`src/rtl/kest_pkg.sv`:
```
`default_nettype none

package kest_pkg;

    localparam int LIGHTS = 32;
    localparam int AW     = (LIGHTS > 1) ? $clog2(LIGHTS) : 1;
    localparam int IW     = AW + 1;

    localparam logic [1:0] OP_ALLOC = 2'd0;
    localparam logic [1:0] OP_DECAY = 2'd1;
    localparam logic [1:0] OP_READ  = 2'd2;

    localparam logic [1:0] HOW_KEY      = 2'd0;
    localparam logic [1:0] HOW_EXPIRED  = 2'd1;
    localparam logic [1:0] HOW_FALLBACK = 2'd2;
    localparam logic [1:0] HOW_NONE     = 2'd3;

    typedef struct packed {
        logic [15:0]        key;
        logic [31:0]        expiry;
        logic signed [15:0] radius;
        logic [15:0]        decay;
    } t_entry;

    localparam int EW = $bits(t_entry);

    typedef enum logic [2:0] {
        ST_IDLE,
        ST_KEY,
        ST_EXP,
        ST_ALLOC,
        ST_DECAY,
        ST_RDADDR,
        ST_RDDATA,
        ST_OUT
    } t_state;

endpackage

`default_nettype wire

```
`src/rtl/keyed_expiring_slot_table_top.sv`:
```
`default_nettype none

// Keyed expiring slot table.
// Input channel (i_valid / o_ready) carries one operation per transaction:
// allocate a slot, apply a decay tick to all slots, or read one slot.
// Output channel (o_valid / i_ready) returns exactly one result transaction
// per input transaction, in order.
// One operation is worked at a time; o_ready is high only while idle.
// Work per operation, from input acceptance to o_valid:
//   allocate with nonzero key: key scan, then expiry scan if no key
//   matches, one slot read per cycle from the single table read port,
//   ending early when a scan hits;
//   allocate with key 0: expiry scan only;
//   decay tick: one pass over all slots (read, multiply, write back per slot);
//   read or unused op: one table read; read out of range: no table read.
// After the result handshake the block passes through idle, where it takes
// the next transaction.
// Reset clears the per-slot valid flags at once, so every slot reads as zero
// without a clearing pass; the block is ready in the first cycle after reset.
// When the receiver stalls, the result is held and no new input is taken.

module keyed_expiring_slot_table_top (
    input  wire logic        i_clk,
    input  wire logic        i_rst_n,
    input  wire logic        i_valid,
    output logic             o_ready,
    input  wire logic [1:0]  i_op,
    input  wire logic [15:0] i_key,
    input  wire logic [4:0]  i_slot_index,
    input  wire logic [31:0] i_now_time,
    input  wire logic [15:0] i_elapsed,
    input  wire logic signed [15:0] i_new_radius,
    input  wire logic [15:0] i_new_decay,
    input  wire logic [31:0] i_new_expiry,
    output logic             o_valid,
    input  wire logic        i_ready,
    output logic [4:0]       o_slot,
    output logic [1:0]       o_how_chosen,
    output logic [15:0]      o_slot_key,
    output logic signed [15:0] o_slot_radius,
    output logic [31:0]      o_slot_expiry
);

    import kest_pkg::*;

    t_state r_state, n_state;

    // latched transaction
    logic [15:0]        r_key;
    logic [31:0]        r_now;
    logic [15:0]        r_elapsed;
    logic signed [15:0] r_nrad;
    logic [15:0]        r_ndec;
    logic [31:0]        r_nexp;
    logic [AW-1:0]      r_ridx;

    // scan pipeline
    logic [IW-1:0]      r_idx;
    logic               r_chk;
    logic [AW-1:0]      r_cidx;
    logic               r_wv;
    logic [AW-1:0]      r_widx;
    t_entry             r_went;
    logic [31:0]        r_amt;
    logic [AW-1:0]      r_pick;

    logic [LIGHTS-1:0]  r_valid;
    logic               r_rd_vld;

    logic               ram_we;
    logic [AW-1:0]      ram_waddr;
    t_entry             ram_wdata;
    logic [AW-1:0]      ram_raddr;
    logic [EW-1:0]      ram_rdata;
    t_entry             ent;

    logic               in_acc;
    logic               issuing;
    logic               scan_done;
    logic               key_hit;
    logic               exp_hit;
    logic               decay_live;
    logic               rd_in_range;
    logic [16:0]        mag;
    logic               sat;
    logic signed [15:0] dec_rad;

    kest_ram #(
        .WIDTH(EW),
        .DEPTH(LIGHTS)
    ) u_ram (
        .i_clk  (i_clk),
        .i_we   (ram_we),
        .i_waddr(ram_waddr),
        .i_wdata(ram_wdata),
        .i_raddr(ram_raddr),
        .o_rdata(ram_rdata)
    );

    // a slot never written since reset reads as all zero
    assign ent         = r_rd_vld ? t_entry'(ram_rdata) : '0;
    assign in_acc      = i_valid && o_ready;
    assign issuing     = (r_idx < IW'(LIGHTS));
    assign scan_done   = !issuing && !r_chk && !r_wv;
    assign key_hit     = r_chk && (ent.key == r_key);
    assign exp_hit     = r_chk && (ent.expiry < r_now);
    assign decay_live  = r_chk && !(ent.expiry < r_now) && (ent.radius != 16'sd0);
    assign rd_in_range = (32'(i_slot_index) < 32'(LIGHTS));

    // saturating move of radius toward zero
    assign mag     = r_went.radius[15] ? (17'd0 - {1'b1, r_went.radius})
                                       : {1'b0, r_went.radius};
    assign sat     = (r_amt >= 32'(mag));
    assign dec_rad = sat ? 16'sd0
                   : (r_went.radius[15] ? (r_went.radius + signed'(r_amt[15:0]))
                                        : (r_went.radius - signed'(r_amt[15:0])));

    // next state
    always_comb begin
        n_state = r_state;
        case (r_state)
            ST_IDLE: begin
                if (in_acc) begin
                    case (i_op)
                        OP_ALLOC: n_state = (i_key != 16'd0) ? ST_KEY : ST_EXP;
                        OP_DECAY: n_state = ST_DECAY;
                        OP_READ:  n_state = rd_in_range ? ST_RDADDR : ST_OUT;
                        default:  n_state = ST_RDADDR;
                    endcase
                end
            end
            ST_KEY: begin
                if (key_hit) begin
                    n_state = ST_ALLOC;
                end else if (scan_done) begin
                    n_state = ST_EXP;
                end
            end
            ST_EXP: begin
                if (exp_hit || scan_done) begin
                    n_state = ST_ALLOC;
                end
            end
            ST_ALLOC:  n_state = ST_OUT;
            ST_DECAY: begin
                if (scan_done) begin
                    n_state = ST_RDADDR;
                end
            end
            ST_RDADDR: n_state = ST_RDDATA;
            ST_RDDATA: n_state = ST_OUT;
            ST_OUT: begin
                if (i_ready) begin
                    n_state = ST_IDLE;
                end
            end
            default:   n_state = ST_IDLE;
        endcase
    end

    // outputs and table port control
    always_comb begin
        o_ready   = 1'b0;
        o_valid   = 1'b0;
        ram_we    = 1'b0;
        ram_waddr = r_widx;
        ram_wdata = r_went;
        ram_raddr = r_idx[AW-1:0];
        case (r_state)
            ST_IDLE: o_ready = 1'b1;
            ST_ALLOC: begin
                ram_we    = 1'b1;
                ram_waddr = r_pick;
                ram_wdata = '{key: r_key, expiry: r_nexp, radius: r_nrad, decay: r_ndec};
            end
            ST_DECAY: begin
                ram_we           = r_wv;
                ram_wdata.radius = dec_rad;
            end
            ST_RDADDR: ram_raddr = r_ridx;
            ST_OUT:    o_valid = 1'b1;
            default: begin
            end
        endcase
    end

    always_ff @(posedge i_clk) begin
        if (!i_rst_n) begin
            r_state <= ST_IDLE;
            r_valid <= '0;
            r_idx   <= '0;
            r_chk   <= 1'b0;
            r_wv    <= 1'b0;
        end else begin
            r_state <= n_state;
            if (ram_we) begin
                r_valid[ram_waddr] <= 1'b1;
            end
            if (in_acc || ((r_state == ST_KEY) && scan_done)) begin
                r_idx <= '0;
                r_chk <= 1'b0;
                r_wv  <= 1'b0;
            end else if ((r_state == ST_KEY) || (r_state == ST_EXP)
                         || (r_state == ST_DECAY)) begin
                // advance the read pointer, hold it at the end
                if (issuing) begin
                    r_idx <= r_idx + IW'(1);
                end
                r_chk <= issuing;
                r_wv  <= (r_state == ST_DECAY) && decay_live;
            end
        end
    end

    // payload registers
    always_ff @(posedge i_clk) begin
        r_rd_vld <= r_valid[ram_raddr];
        r_cidx   <= r_idx[AW-1:0];
        r_widx   <= r_cidx;
        r_went   <= ent;
        r_amt    <= 32'(r_elapsed) * 32'(ent.decay);

        if (in_acc) begin
            r_key        <= i_key;
            r_now        <= i_now_time;
            r_elapsed    <= i_elapsed;
            r_nrad       <= i_new_radius;
            r_ndec       <= i_new_decay;
            r_nexp       <= i_new_expiry;
            r_ridx       <= (i_op == OP_READ) ? AW'(i_slot_index) : '0;
            o_slot       <= (i_op == OP_READ) ? i_slot_index : 5'd0;
            o_how_chosen <= HOW_NONE;
            // out-of-range read reports zeros at once
            o_slot_key    <= 16'd0;
            o_slot_radius <= 16'sd0;
            o_slot_expiry <= 32'd0;
        end

        case (r_state)
            ST_KEY: begin
                if (key_hit) begin
                    r_pick       <= r_cidx;
                    o_how_chosen <= HOW_KEY;
                end
            end
            ST_EXP: begin
                if (exp_hit) begin
                    r_pick       <= r_cidx;
                    o_how_chosen <= HOW_EXPIRED;
                end else if (scan_done) begin
                    r_pick       <= '0;
                    o_how_chosen <= HOW_FALLBACK;
                end
            end
            ST_ALLOC: begin
                o_slot        <= 5'(r_pick);
                o_slot_key    <= r_key;
                o_slot_radius <= r_nrad;
                o_slot_expiry <= r_nexp;
            end
            ST_RDDATA: begin
                o_slot_key    <= ent.key;
                o_slot_radius <= ent.radius;
                o_slot_expiry <= ent.expiry;
            end
            default: begin
            end
        endcase
    end

`ifndef ASSERT_OFF
    a_ready_excl: assert property (@(posedge i_clk) disable iff (!i_rst_n)
        !(o_ready && o_valid))
        else $error("input ready while a result is pending");

    a_alloc_then_out: assert property (@(posedge i_clk) disable iff (!i_rst_n)
        (r_state == ST_ALLOC) |=> o_valid)
        else $error("allocate write not followed by its result");

    a_out_then_idle: assert property (@(posedge i_clk) disable iff (!i_rst_n)
        (o_valid && i_ready) |=> o_ready)
        else $error("not ready after result transaction");

    a_key_nonzero: assert property (@(posedge i_clk) disable iff (!i_rst_n)
        (o_valid && (o_how_chosen == HOW_KEY)) |-> (o_slot_key != 16'd0))
        else $error("key match reported with zero key");

    a_write_in_range: assert property (@(posedge i_clk) disable iff (!i_rst_n)
        ram_we |-> (32'(ram_waddr) < 32'(LIGHTS)))
        else $error("table write beyond last slot");
`endif

endmodule

`default_nettype wire

```
`src/rtl/kest_ram.sv`:
```
`default_nettype none

module kest_ram #(
    parameter int WIDTH = 8,
    parameter int DEPTH = 32,
    localparam int AW = (DEPTH > 1) ? $clog2(DEPTH) : 1
) (
    input  wire logic             i_clk,
    input  wire logic             i_we,
    input  wire logic [AW-1:0]    i_waddr,
    input  wire logic [WIDTH-1:0] i_wdata,
    input  wire logic [AW-1:0]    i_raddr,
    output logic      [WIDTH-1:0] o_rdata
);

    logic [WIDTH-1:0] r_mem [DEPTH];

    always_ff @(posedge i_clk) begin
        if (i_we) begin
            r_mem[i_waddr] <= i_wdata;
        end
        o_rdata <= r_mem[i_raddr];
    end

endmodule

`default_nettype wire

```
`config.mk`:
```
export PLATFORM = sky130hd
export DESIGN_NAME = keyed_expiring_slot_table_top
export DESIGN_NICKNAME = d
export VERILOG_FILES = /design/src/rtl/kest_pkg.sv /design/src/rtl/keyed_expiring_slot_table_top.sv /design/src/rtl/kest_ram.sv
export SDC_FILE = /design/constraint.sdc
export NUM_CORES = 2
export LEC_CHECK = 0
export BUFFER_PORTS_ARGS = -buffer_cell sky130_fd_sc_hd__clkbuf_2
export CAP_MARGIN = 30
export CORE_ASPECT_RATIO = 1.1
export CORE_MARGIN = 2
export CORE_UTILIZATION = 60
export DETAILED_ROUTE_END_ITERATION = 12
export PLACE_DENSITY_LB_ADDON = 0.05
export SLEW_MARGIN = 10
export SYNTH_ARGS = -nofsm -noshare
export SYNTH_HDL_FRONTEND = slang
export SYNTH_SLANG_ARGS = --single-unit
```
`constraint.sdc`:
```
create_clock -name i_clk -period 17.8 [get_ports i_clk]
set_input_delay 0.89 -clock i_clk [delete_from_list [all_inputs] [get_ports i_clk]]
set_output_delay 0.89 -clock i_clk [all_outputs]
set_load 0.1 [all_outputs]
```
==> summary.txt <==
Run status
  – Status: completed

CTS
  – Clock Path Buffers: 4
  – Post-CTS setup buffers: 0
  – Gates resized, CTS repair: 0
  – Root buffer cell: clkbuf_16
  – Clock insertion delay at the later pin of the skew report: 0.98 ns
  – # H-tree levels: 5
  – Clock buffer count from CTS: about 320
  – TritonCTS Sinks: around 3000
  – CTS Hold Bufs: 0
  – CTS tree: done
  – Clk pin slew, worst setup/hold paths: approximately 0.060 ns

Synth
  – Synth Register Bits: about 3000
  – Fraction of registers with async set/reset: 0%
  – Top_reg_cell synth: edfxtp_1
  – Mean Syn Cell Area: between 10 and 15 µm²
  – Cells after Synth: 10100
  – Syn. warnings: 0
  – Synth cell types: just under 70
  – Syn Nets: approximately 11000
  – Number of flops mapped to enable cells by yosys: between 2000 and 3000
  – Synthesized area: ~130000 µm²
  – Seq/Total Area, Yosys: around 69%

Global route
  – Met1 usage in global routing: approximately 48%
  – GR peak layer: met2
  – Total track usage: 34.5%
  – First-pass GRT wire length: 545000 µm
  – Routing usage on met2: approximately 54%
  – Initial antenna violation count: 12
  – Pin count of the biggest net entering global routing: approximately 190
  – Vias in the first global route: 81400
  – Total gr overflow: 0
  – M3 GR Usage: 5.41%

STA
  – RSZ-0062 raised after global routing: false
  – Setup violations, final: 0
  – Final Hold Fails: 0
  – Clock Skews: 0.0791 ns
  – Minimum clock period: 7.79 ns
  – Slew Limit Fails: 0
  – Slew Limit Headroom: approximately 17%
  – Period utilization: 43.7%
  – Worst slew pin tran: approximately 1.2 ns
  – FMAX: 0.128 GHz
  – Setup TNS: 0 ns

Power and ir drop
  – Static leakage: between 50 and 60 nW
  – Pwr Density: between 150 and 200 nW/µm²
  – Worst vdd ir: approximately 0.13 mV
  – Sw Share: about a third
  – P_int: 14.3 mW
  – Switching pwr: approximately 7.8 mW
  – Clock share of power: 28.8%
  – Gate power share: 30.7%
  – Sequential share of power: approximately two fifths

Detailed routing
  – DR WL/cell: 28.5 µm
  – First drt pass iteration count: 6
  – Drc violations: 0
  – Final wirelength: between 300000 and 400000 µm
  – Final ANT Viol Nets: 0
  – Via Count: between 80000 and 90000
  – Via density: roughly 6.4
  – DRT iter0 DRCs: 11400

Setup path
  – Setup crit end kind: flop
  – Critical Path Fanout Max: between 100 and 150
  – CP Class: reg2reg
  – Critical path required time: 18.60 ns
  – Crit path DAT: about 8.6 ns
  – Worst Setup Start Kind: flop

Cells and area
  – Proportion of layout cells with a drive suffix above 1: under 10%
  – Design Area, Final: ~140000 µm²
  – NumNets Final: roughly 11000
  – Most frequent cells in the layout: nand2_1 (3075), edfxtp_1 (2767), nand3_1 (750)
  – Commonest non-fill, non-tap cell in the layout: nand2_1
  – Number of fill cells in the layout: around 15000
  – Area grow syn2layout: 11.4%

Floorplanning
  – Core box area: approximately 210000 µm²
  – Io pins: 212
  – Rows: 177
  – Die height: 487 µm
  – Die area: about 220000 µm²
  – Initial Util: between 60 and 70%
  – DIE WIDTH: between 400 and 500 µm

Hold path
  – Worst hold path class: in2reg

Placed design
  – Port bufs: around 210
  – Final GP Congestion: between 0.9 and 1
  – Detail Placement HPWL: 197000 µm
  – DP Area: 131000 µm²

Run
  – Number of max-cap violations: 0
worst max-delay path: stages (launching register included):
cell and delay, ns:
dfxtp_4 0.55, buf_4 0.31, buf_16 0.26, and2_0 0.79
nand2_1 0.19, fa_1 0.57, inv_1 0.05, fa_1 0.50
inv_1 0.06, fa_1 0.54, inv_1 0.05, fa_1 0.46
fa_1 0.49, inv_1 0.05, fa_1 0.47, inv_1 0.04
ha_1 0.34, a21o_1 0.19, a221o_1 0.39, o21ai_0 0.30
a311oi_1 0.15, o21a_1 0.20, o21ai_0 0.23, mux2i_1 0.21
o211ai_1 0.10
power by group through the flow:
stage               clock network, mW  registers [mW]  logic (mW)
CTS                              6.40            8.96        6.64
global placement                    0            9.10        6.45
global route                     6.66            8.97        7.39
finish                           6.35            8.96        6.77
floorplan                           0            9.28        4.29
detailed placement                  0            9.10        6.60
cell usage after synthesis, types with 160 or more instances:
library cell	n	area share (%)
a311oi_1	406	2.8
clkbuf_1	404	1.2
nand2_1	3076	9.1
nand3_1	751	3.0
ha_1	170	1.7
fa_1	195	3.1
inv_1	280	0.83
edfxtp_1	2767	65
nor2_1	160	0.47
dfxtp_1	248	3.9
and3_1	532	2.6
buf_2	190	0.75
area by class of cell:
type                            count  area, µm²  area share, %
Inverter                          281       1060          0.751
Timing Repair Buffer              421       3520           2.49
Antenna cell                        6       15.0         0.0106
Tap cell                         2774       3470           2.45
Sequential cell                  3015      88100           62.2
Clock buffer                      439       8890           6.28
Multi-Input combinational cell   6169      35600           25.1
Clock inverter                    115        923          0.652
path summary, 6_finish.rpt:
check / end / cells past startpoint / start / slack, ns
setup reg to reg: r_amt[30] / 24 / r_rd_vld / 10.01
hold / removal: r_nrad[4] / 1 / i_new_radius[4] / 0.09
setup / recovery: r_amt[30] / 24 / r_rd_vld / 10.01
hold reg to reg: r_widx[0] / 0 / r_cidx[0] / 0.34
registers in the layout, summed over array words and instances, names as in the netlist, 32 cells and up:
name,flops
o_slot_expiry,32
r_amt,32
r_nexp,32
r_now,32
r_valid,32
r_went,80
u_ram.o_rdata,80
u_ram.r_mem,2560
per-layer routing:
| layer | part of all wire (%) | vias up |
|---|---|---|
| li1 | - | 36700 |
| met1 | 39 | 42700 |
| met2 | 47 | 4611 |
| met3 | 9.4 | 816 |
| met4 | 4.9 | 4 |
| met5 | 0.0085 | - |
stage by stage:
step	std cells	hold slack [ns]	power, mW	setup WS, ns	utilization (%)
6_report	13200	0.0859	22.1	10.01	67.1
5_1_grt	13200	0.0681	23.0	9.67	67.1
4_1_cts	13200	0.0369	22.0	9.55	66.8
3_5_place_dp	12600	0.330	15.7	9.62	62.1
3_3_place_gp	12600	0.330	15.5	9.80	62.0
2_1_floorplan	10100	0.324	13.6	11.04	-
logic make-up (layout without fill, tap and decap cells):
kind of cell / count (synthesis) / after routing / share of synthesized area, %
simple gates: 4724 / 4724 / 16.2
flops: 3015 / 3015 / 69.3
compound gates: 985 / 985 / 6.05
buf+inv: 935 / 1256 / 2.99
fa+ha+maj: 365 / 365 / 4.75
xor+xnor: 78 / 78 / 0.538
mux: 16 / 16 / 0.155
other cells: 1 / 7 / 0.00295
Note: power is estimated with default switching activity, not from simulation.
